**src/rtl/shr_pkg.sv**
```systemverilog
// Shared types and constants for the sample history ring.
package shr_pkg;

  localparam int DEPTH   = 64;
  localparam int PTR_W   = $clog2(DEPTH);
  localparam int CAP_W   = $clog2(DEPTH + 1);
  localparam int SP_W    = 7;
  localparam int CMP_W   = (CAP_W > SP_W) ? CAP_W : SP_W;
  localparam int TIME_W  = 32;
  localparam int TEMP_W  = 16;
  localparam int HUM_W   = 7;
  localparam int LUX_W   = 16;
  localparam int PWR_W   = 16;

  localparam logic [SP_W-1:0]  SP_RESET     = SP_W'(64);
  localparam logic [CMP_W-1:0] MIN_POINTS   = CMP_W'(10);
  localparam logic [HUM_W-1:0] MAX_HUMIDITY = HUM_W'(100);

  typedef enum logic {
    ACT_ADD   = 1'b0,
    ACT_QUERY = 1'b1
  } action_t;

  typedef struct packed {
    logic [TIME_W-1:0]        ts;
    logic signed [TEMP_W-1:0] temp;
    logic [HUM_W-1:0]         hum;
    logic [LUX_W-1:0]         lux;
    logic [PWR_W-1:0]         pwr;
  } record_t;

  typedef struct packed {
    action_t           action;
    record_t           rec;
    logic [TIME_W-1:0] win_lo;
    logic [TIME_W-1:0] win_hi;
  } item_t;

endpackage

```
**src/rtl/shr_front.sv**
```systemverilog
// Front end: takes commands, saturates humidity, queues them for the back end.
module shr_front
  import shr_pkg::*;
(
  input  logic                     clk,
  input  logic                     rst_n,
  input  logic                     start,
  output logic                     busy,
  input  logic                     in_action,
  input  logic [TIME_W-1:0]        in_sample_time,
  input  logic signed [TEMP_W-1:0] in_temperature,
  input  logic [HUM_W-1:0]         in_humidity,
  input  logic [LUX_W-1:0]         in_illuminance,
  input  logic [PWR_W-1:0]         in_real_power,
  input  logic [TIME_W-1:0]        in_window_start,
  input  logic [TIME_W-1:0]        in_window_end,
  output logic                     q_vld,
  output item_t                    q_item,
  input  logic                     q_pop
);

  item_t       fifo_r [2];
  logic        wr_ptr_r, rd_ptr_r;
  logic [1:0]  cnt_r;
  logic        push;
  item_t       item_c;

  assign busy  = (cnt_r == 2'd2);
  assign push  = start && !busy;
  assign q_vld = (cnt_r != 2'd0);
  assign q_item = fifo_r[rd_ptr_r];

  always_comb begin
    item_c.action   = action_t'(in_action);
    item_c.rec.ts   = in_sample_time;
    item_c.rec.temp = in_temperature;
    // clamp humidity to the percent range
    item_c.rec.hum  = (in_humidity > MAX_HUMIDITY) ? MAX_HUMIDITY : in_humidity;
    item_c.rec.lux  = in_illuminance;
    item_c.rec.pwr  = in_real_power;
    item_c.win_lo   = in_window_start;
    item_c.win_hi   = in_window_end;
  end

  always_ff @(posedge clk) begin
    if (push) begin
      fifo_r[wr_ptr_r] <= item_c;
    end
  end

  always_ff @(posedge clk) begin
    if (!rst_n) begin
      wr_ptr_r <= 1'b0;
      rd_ptr_r <= 1'b0;
      cnt_r    <= 2'd0;
    end else begin
      if (push) begin
        wr_ptr_r <= ~wr_ptr_r;
      end
      if (q_pop && q_vld) begin
        rd_ptr_r <= ~rd_ptr_r;
      end
      unique case ({push, q_pop && q_vld})
        2'b10:   cnt_r <= cnt_r + 2'd1;
        2'b01:   cnt_r <= cnt_r - 2'd1;
        default: cnt_r <= cnt_r;
      endcase
    end
  end

  a_cnt_bound: assert property (@(posedge clk) disable iff (!rst_n)
    cnt_r != 2'd3) else $error("queue count out of range");
  a_pop_nonempty: assert property (@(posedge clk) disable iff (!rst_n)
    (cnt_r == 2'd0) && !push |=> cnt_r == 2'd0) else $error("queue count rose without push");
  a_full_busy: assert property (@(posedge clk) disable iff (!rst_n)
    (cnt_r == 2'd2) && !q_pop |=> busy) else $error("queue lost an entry");

endmodule

```
**config.mk**
```make
export PLATFORM = sky130hd
export DESIGN_NAME = shr_front
export DESIGN_NICKNAME = d
export VERILOG_FILES = /design/src/rtl/shr_pkg.sv /design/src/rtl/shr_front.sv
export SDC_FILE = /design/constraint.sdc
export NUM_CORES = 1
export LEC_CHECK = 0
export BUFFER_PORTS_ARGS = -buffer_cell sky130_fd_sc_hd__buf_2
export CAP_MARGIN = 10
export CELL_PAD_IN_SITES_DETAIL_PLACEMENT = 2
export CELL_PAD_IN_SITES_GLOBAL_PLACEMENT = 2
export CORE_MARGIN = 3
export CORE_UTILIZATION = 24
export DETAILED_ROUTE_END_ITERATION = 12
export GPL_ROUTABILITY_DRIVEN = 0
export PLACE_DENSITY_LB_ADDON = 0.1
export SYNTH_ARGS = -nofsm -noshare
export SYNTH_HDL_FRONTEND = slang
export SYNTH_SLANG_ARGS = --single-unit
```
**constraint.sdc**
```tcl
create_clock -name clk -period 6.6 [get_ports clk]
set_input_delay 0.66 -clock clk [delete_from_list [all_inputs] [get_ports clk]]
set_output_delay 0.66 -clock clk [all_outputs]
set_load 0.02 [all_outputs]
```
* Yosys cells after proc, flatten, opt, wreduce, memory -nomap -nowiden
Memory sizes are Yosys's and may differ from the RTL's. A register that Yosys moved wholly into a read port is not among the register bits.
Index checks and enable logic that the tools add are counted.
** Word-level totals
- Memories :: 1
- Register bits :: 4
- Input bits :: 156
- Memory bits (writable) :: 304
** Operators by class
- Reduce and logical (&&, ||, !) cells :: 5
- Equality and inequality tests :: 3
- Mux-type cells :: 6
- Add/subtract/negate cells :: 2
- $lt $le $gt $ge :: 1
- Bitwise operators :: 2
** Memories
- fifo_r :: depth 2, width 152, rd ports 1, clocked after memory_dff 1, wr ports 1, RTL line shr_front.sv:22 : item_t fifo_r [2];
** Operators by type and width (number)
- 7-bit greater-than comparator, second input constant :: 1
- 7-bit 2-to-1 mux :: 1
- 2-bit == test, second input constant :: 2
- 1-bit 2-to-1 mux :: 4
- 2-bit case mux with 2 select lines :: 1
- 2-bit nonzero test :: 2
- 2-bit by 1-bit adder with 2-bit output, second input constant :: 1
- 2-bit by 1-bit == test with 1-bit output, second input constant :: 1
- 1-bit logical AND :: 2
- 1-bit inverter :: 2
- 2-bit by 1-bit subtractor with 2-bit output, second input constant :: 1
- 1-bit logical NOT :: 1

* Depth between registers and ports, before layout
Gate-level depths: netlist of the first run.
- Word-level depth :: 5
- Gate-level depth with buffers :: 6
- Depth with buffers taken out :: 6

* Worst setup path before layout of the first run
OpenSTA, ideal clock, no wires.
- Path kind :: input-to-reg
- Start :: in start
- End :: mem fifo_r[1][0] (netlist name) (enable)
- Data arrival time :: 4.197 ns
- Path slack :: 1.872 ns
- Stages :: 1
- Required time :: 6.069 ns
- Setup time :: 0.531 ns
- Path through :: and3_1
** On the way
- Cells in the longest elaborated chain, start to end :: 3
** RTL lines
- from (decl) :: RTL line shr_front.sv:7 : input logic start,
- 1-bit logical AND :: RTL line shr_front.sv:29 : assign push = start && !busy;
- 1-bit 2-to-1 mux :: RTL line shr_front.sv:46 : if (push) begin
- 1-bit 2-to-1 mux (not written as such) :: RTL line shr_front.sv:47 : fifo_r[wr_ptr_r] <= item_c;
- to (decl) :: RTL line shr_front.sv:22
Every way passes these cells.

==> summary.md, run 1 <==
| Metric | Value |
|---|---|
| Outcome | complete, no violations |
| WHS Endpoint | fifo_r[0][104]$_DFFE_PP_ |
| Slew @ Worst Pin | between 1 and 1.5 ns |
| Final hold slack | 0.317 ns |
| Die extent in x | roughly 220 µm |
| Library cells used by synthesis | 23 |
| I/O pin count | 310 |
| Critical Path End Type | output pin |
| CTS Buffer Depth | 3 |
| First-pass GRT wire length | about 43 mm |
| Largest fanout on the critical path | 84 |
| Die area | ~50,000 µm² |
| Max Freq | around 300 MHz |
| CTS root buf | clkbuf_16 |
| Fin cells | 1,476 |
| Nets | 1,002 |
| Worst clock skew | around 0.011 ns |
| Final worst slack | between 3 and 4 ns |
| Fin area | 14,600 µm² |
| Dpl ws | between 3 and 4 ns |
| R2R cell count | 5 |
| R2r endpoint | fifo_r[0][65]$_DFFE_PP_ |
| Area post-placement | 13,500 µm² |
| Asr flop ratio synth | 0% |
| Initial Util | around 25% |
| GRT busiest layer | met2 |
| DRC viols | 0 |
| Placed Cells incl. Taps | roughly 1,400 |
| Relative slew slack | a little over a quarter |
| DRT Pass-1 Iters | 4 |
| Crit path kind | reg2out |
| VDD IR max | 194 µV |
| CTS clock-pin slew for the worst setup and hold paths | roughly 0.050 ns |
| Core area | 45,900 µm² |
| Ranking of synthesized cells by area | edfxtp_1 (81%), mux2_2 (15%), buf_6 (0.90%), dfxtp_1 (0.89%), buf_2 (0.36%) |
| Power Density | ~420 nW/µm² |
| Top-count cell post-synth | edfxtp_1 |
| Hold_sp | in_temperature[1] |
| Ys flop type | edfxtp_1 |
| CTS sink count | 309 |
| Switching Power | approximately 1.9 mW |
| Wire per inst | ~19 µm |
| Yosys reg bits | 309 |
| DP HPWL | between 15 and 20 mm |
| Via density | between 4 and 5 |
| Final WL | about 29 mm |
| Worst EP required | 5.94 ns |
| Met2 Use GR | 18.0% |
| Max Transition Viols Final | 0 |
| Vias in the first global route | between 6,000 and 7,000 |
| Proportion of layout cells with a drive suffix above 1 | just under 60% |
| Synth cell count leaders | edfxtp_1 (304), mux2_2 (152), buf_6 (9) |
| Num CTS Buffers | 39 |
| Setup bufs post-CTS | 0 |
| Final TNS setup | 0 ns |
| Synthesized area per cell | 22.2 µm² |
| Sequential-to-total area share from yosys stat | approximately four fifths |
| Final Total Pwr | ~6.1 mW |
| Syn Nets | ~670 |
| Cells after Synth | slightly above 500 |
| Sw Share | 30.8% |
| Met1 usage | ~14% |
| H-tree Lvls | 2 |
| P_leak | around 5.3 nW |
| WHS Path Cells | 1 |
| CTS tree | yes |
| Reg power frac | about 43% |
| Hold bufs inserted after CTS | 0 |
| Max Cap Viol | 0 |
| Syn Std Cell Area | between 10,000 and 15,000 µm² |
| Number of routed nets with antenna violations | 0 |
| Combinational Power Share | a little over a quarter |
| GRT overflow | 0 |
| Number of synthesized flops with an enable pin | 304 |
| YS warnings | 0 |
| Met3 GRT Util | approximately 5.5% |
| Internal power | 4.24 mW |
| Setup repair after global routing missed its margin | no |
| Largest net degree at the start of global routing | between 80 and 90 |
| Final period utilization | a little over 50% |
| Area Growth Syn to Fin | 29.8% |
| Clock Latency Late Sink | ~0.53 ns |
| Yosys top cell area share | roughly 81% |
| Final Hold Viols | 0 |
| Via Count | roughly 6,000 |
| Total GRT Usage | a little under an eighth |
| Tmin final | between 3 and 4 ns |
| Die height | about 220 µm |
| Site row count | 78 |
| Crit start category | register |
| Largest area contributor in the netlist | edfxtp_1 |
| Clock Power Share | 30.8% |
| PortBufs | just over 300 |
| Initial antenna violation count | 10 |
| Crit path arrival time | roughly 2.7 ns |
| # resized after CTS | 0 |
| Final core utilization | 31.9% |
| Final setup vio count | 0 |
| Hold WC Path Type | in2reg |
| RR Startpoint | cnt_r[0]$_SDFFE_PN0P_ |
| Initial DRC Count | ~240 |
| Flop2flop setup slack | ~4 ns |
-- final cells by class --
type                       count  area [µm²]
antenna                        2        5.00
clock buffer                  51        1060
tap                          600         751
sequential                   309        9230
timing repair buffer         314        1600
fill                        4683       31200
inverter                       3        16.3
multi-input combinational    178        1890
clock inverter                19        82.6
-- per-layer routing --
| layer | part of all wire, % | vias up |
|---|---|---|
| met3 | 10 | 61 |
| met1 | 40 | 2983 |
| met5 | 0.36 | - |
| met2 | 47 | 222 |
| met4 | 2.5 | 18 |
| li1 | - | 2701 |
-- cell usage in the layout, fill, tap and decap left out, types with 2 or more instances in the layout --
cell / n
diode_2: 2
buf_4: 4
clkbuf_1: 10
buf_2: 309
o21ai_0: 2
clkinv_2: 5
nand2_1: 2
clkbuf_16: 41
or3_1: 2
and2_1: 5
clkinv_1: 13
mux2_2: 152
a21boi_1: 2
edfxtp_1: 304
dfxtp_1: 4
nor2b_1: 2
xnor2_1: 3
-- registers in the layout, indices dropped and copies added, names as in the netlist, named ones only --
register,cells
wr_ptr_r,1
cnt_r,2
fifo_r,304
rd_ptr_r,1
-- power by group through the flow --
| stage | logic [mW] | registers (mW) | clock network, mW |
|---|---|---|---|
| after CTS | 1.68 | 2.62 | 1.98 |
| after floorplan | 1.16 | 2.60 | 0 |
| after global routing | 1.76 | 2.65 | 2.04 |
| after global placement | 1.65 | 2.64 | 0 |
| after detailed placement | 1.67 | 2.66 | 0 |
| final | 1.63 | 2.61 | 1.89 |
-- how the worst max path moves through the flow --
stage | to | slack [ns] | cells past startpoint
final | q_item[96] | 3.22 | 3
after global placement | fifo_r[0][70]$_DFFE_PP_ | 3.67 | 5
after detailed placement | fifo_r[0][67]$_DFFE_PP_ | 3.63 | 5
after floorplan | fifo_r[1][0]$_DFFE_PP_ | 1.87 | 1
after CTS | q_item[49] | 3.09 | 3
after global routing | q_item[102] | 3.04 | 3
-- logic make-up (layout without fill, tap and decap cells) --
kind of cell,Yosys count,after routing,synth area share [%]
AOI/OAI and AO/OA,7,7,0.433
xor gates and xnor gates,3,3,0.233
adders and majority gates,1,1,0.111
buffers and inverters,22,387,1.42
DFF,309,309,81.8
muxes,152,152,15.2
other,0,2,0
and+or+nand+nor,15,15,0.788
-- critical path, stage by stage, from the launching register on --
cell and delay, ns:
dfxtp_4 0.96, buf_12 0.39, mux2_2 0.42, buf_2 0.16
Note: power is estimated with default switching activity, not from simulation.
==> run 2: changes to the inputs <==
==> constraint.sdc (replaced) <==
create_clock -name clk -period 3.5 [get_ports clk]
set_input_delay 0.35 -clock clk [delete_from_list [all_inputs] [get_ports clk]]
set_output_delay 0.35 -clock clk [all_outputs]
set_load 0.02 [all_outputs]
==> run 2 against run 1 <==
Against the previous run:
- count of clock-buffer cells in the layout down 5
- sequential power up 87%
- register-to-register slack worse by 2.6 ns
- cell count up 9.8%
- non-clock buffer count up 149
- critical endpoint is now q_item[7]
- highest routed layer unchanged
==> summary.md, run 2 (synthesis gave the netlist of run 1 again) <==
| Metric | Value |
|---|---|
| Max reg flops | 304 (unchanged) |
| CTS root buf | clkbuf_16 |
| Wire per inst | 18.6 µm (-4.5%) |
| Clock Latency Late Sink | 0.53 ns (about the same) |
| P_leak | 5.95 nW (+12%) |
| Vias in the first global route | 7,600 (+10%) |
| Initial Util | 24.6% (unchanged) |
| Num CTS Buffers | 37 (-5.1%) |
| Max Cap Viol | 0 (unchanged) |
| Crit path arrival time | 2.36 ns (-0.36 ns) |
| Commonest non-fill, non-tap cells in the layout | buf_2 (309), edfxtp_1 (304), mux2_2 (152) |
| Reg power frac | 41.7% (-0.9 points) |
| Largest fanout on the critical path | 38 (-55%) |
| I/O pin count | 310 (unchanged) |
| Area post-placement | 13,600 µm² (+0.53%) |
| GRT overflow | 0 (unchanged) |
| Flop2flop setup slack | 1.36 ns (-2.57 ns) |
| Crit start category | register |
| Internal power | 8.09 mW (+91%) |
| Max Freq | roughly 370 MHz |
| First-pass GRT wire length | 45.7 mm (+6.2%) |
| WHS Path Cells | 1 (unchanged) |
| Die height | 223 µm (unchanged) |
| CTS tree | yes |
| Area Growth Syn to Fin | 43.1% |
| Outcome | complete, no violations |
| Biggest register | fifo_r |
| Final WL | 30.2 mm (+4.8%) |
| Setup bufs post-CTS | 0 (unchanged) |
| Site row count | 78 (unchanged) |
| Worst clock skew | 0.00852 ns (-0.00297 ns) |
| H-tree Lvls | 2 (unchanged) |
| Max Transition Viols Final | 0 (unchanged) |
| Total GRT Usage | 12.0% (+0.49 points) |
| Combinational Power Share | 28.1% (+1.5 points) |
| Final Hold Viols | 0 (unchanged) |
| Hold WC Path Type | in2reg |
| Worst EP required | 3.15 ns (-2.79 ns) |
| VDD IR max | 392 µV (+100%) |
| PortBufs | 309 (unchanged) |
| Final TNS setup | 0 ns (unchanged) |
| Final period utilization | slightly below 80% |
| WHS Endpoint | fifo_r[1][102]$_DFFE_PP_ |
| Clock Power Share | 30.3% (-0.5 points) |
| Die area | 49,600 µm² (unchanged) |
| Hold_sp | in_humidity[6] |
| R2r endpoint | fifo_r[1][73]$_DFFE_PP_ |
| Initial DRC Count | 230 (-5.0%) |
| Power Density | 725 nW/µm² (+73%) |
| Die extent in x | 223 µm (unchanged) |
| Critical Path End Type | output pin |
| Core area | 45,900 µm² (unchanged) |
| Tmin final | 2.71 ns |
| R2R cell count | 3 (-2) |
| Relative slew slack | 49.0% (+22 points) |
| Switching Power | 3.60 mW (+91%) |
| Setup repair after global routing missed its margin | no |
| CTS Buffer Depth | 3 (unchanged) |
| Final setup vio count | 0 (unchanged) |
| Nets | 1,149 (+15%) |
| CTS clock-pin slew for the worst setup and hold paths | 0.05 ns (about the same) |
| RR Startpoint | cnt_r[0]$_SDFFE_PN0P_ |
| Fin area | 16,100 µm² (+10%) |
| Slew @ Worst Pin | 0.765 ns (-0.327 ns) |
| Via density | 4.00 (-1.4%) |
| Sw Share | 30.8% (about the same) |
| # resized after CTS | 0 (unchanged) |
| Largest net degree at the start of global routing | 87 (+2.4%) |
| Commonest non-fill, non-tap cell in the layout | buf_2 |
| Initial antenna violation count | 2 (-8) |
| DRC viols | 0 (unchanged) |
| DP HPWL | 20.3 mm (+3.2%) |
| Biggest regs | fifo_r (304), cnt_r (2) |
| Proportion of layout cells with a drive suffix above 1 | 51.2% (-8.2 points) |
| Crit path kind | reg2out |
| CTS sink count | 309 (unchanged) |
| Number of routed nets with antenna violations | 0 (unchanged) |
| DRT Pass-1 Iters | 4 (unchanged) |
| Via Count | 6,479 (+8.3%) |
==> run 2: changes by cell type in the layout (fill, tap and decap cells not counted), sizes merged <==
cell / delta
buf: +3
clkbuf: -5
bufinv: +1
dlygate4sd3: +146
clkinvlp: +1
clkinv: -2
==> run 2: power by group through the flow <==
stage	Clock, mW	Combinational, mW	Sequential, mW
detailed placement	0	3.20	4.97
CTS	3.69	3.36	4.89
floorplan	0	2.19	4.86
finish	3.54	3.28	4.87
global route	3.83	3.53	4.94
global placement	0	3.16	4.93
==> run 2: per-layer routing <==
metal  wire (µm)  global-route usage, %  vias to the layer above
met5          13                      0                        -
met1       12300                   14.4                     3222
met2       14700                   19.8                      216
li1            -                      -                     2990
met3        2480                   4.58                       49
met4         680                   4.00                        2
==> run 2: through the flow <==
stage	setup slack, ns	cells	total power [mW]	util (%)	hold slack (ns)
CTS	0.687	1618	11.9	35.2	0.0100
finish	0.788	1620	11.7	35.2	0.0519
global route	0.629	1619	12.3	35.2	0.0395
floorplan	0.0523	509	7.05	-	0.449
global placement	1.35	1407	8.09	29.6	0.486
detailed placement	1.27	1407	8.17	29.6	0.502
==> run 2: how the worst max path moves through the flow <==
stage / endpoint / start / slack (ns) / depth (start not counted)
after floorplan: fifo_r[0][0]$_DFFE_PP_ / cnt_r[0]$_SDFFE_PN0P_ / 0.05 / 4
after global placement: q_item[100] / register / 1.35 / 3
after detailed placement: fifo_r[1][83]$_DFFE_PP_ / cnt_r[0]$_SDFFE_PN0P_ / 1.27 / 3
after CTS: q_item[7] / register / 0.69 / 3
after global routing: q_item[70] / register / 0.63 / 3
final: q_item[7] / register / 0.79 / 3
==> run 2: timing repair <==
| item | in CTS | in global routing |
|---|---|---|
| endpoints found under the setup margin | 0 | 0 |
| endpoints found under the hold margin | 292 | 0 |
| hold buffers | 146 | 0 |
==> run 2: critical path: stages, from the launching register on <==
cell and delay [ns]:
dfxtp_4 0.71, buf_4 0.52, mux2_2 0.40, buf_2 0.16
==> run 2: layout make-up <==
type | instances | area (µm²)
Antenna cell | 2 | 5.00
Clock buffer | 46 | 1000
Clock inverter | 19 | 109
Fill cell | 4598 | 29700
Inverter | 3 | 15.0
Multi-Input combinational cell | 178 | 1890
Sequential cell | 309 | 9230
Tap cell | 600 | 751
Timing Repair Buffer | 463 | 3130
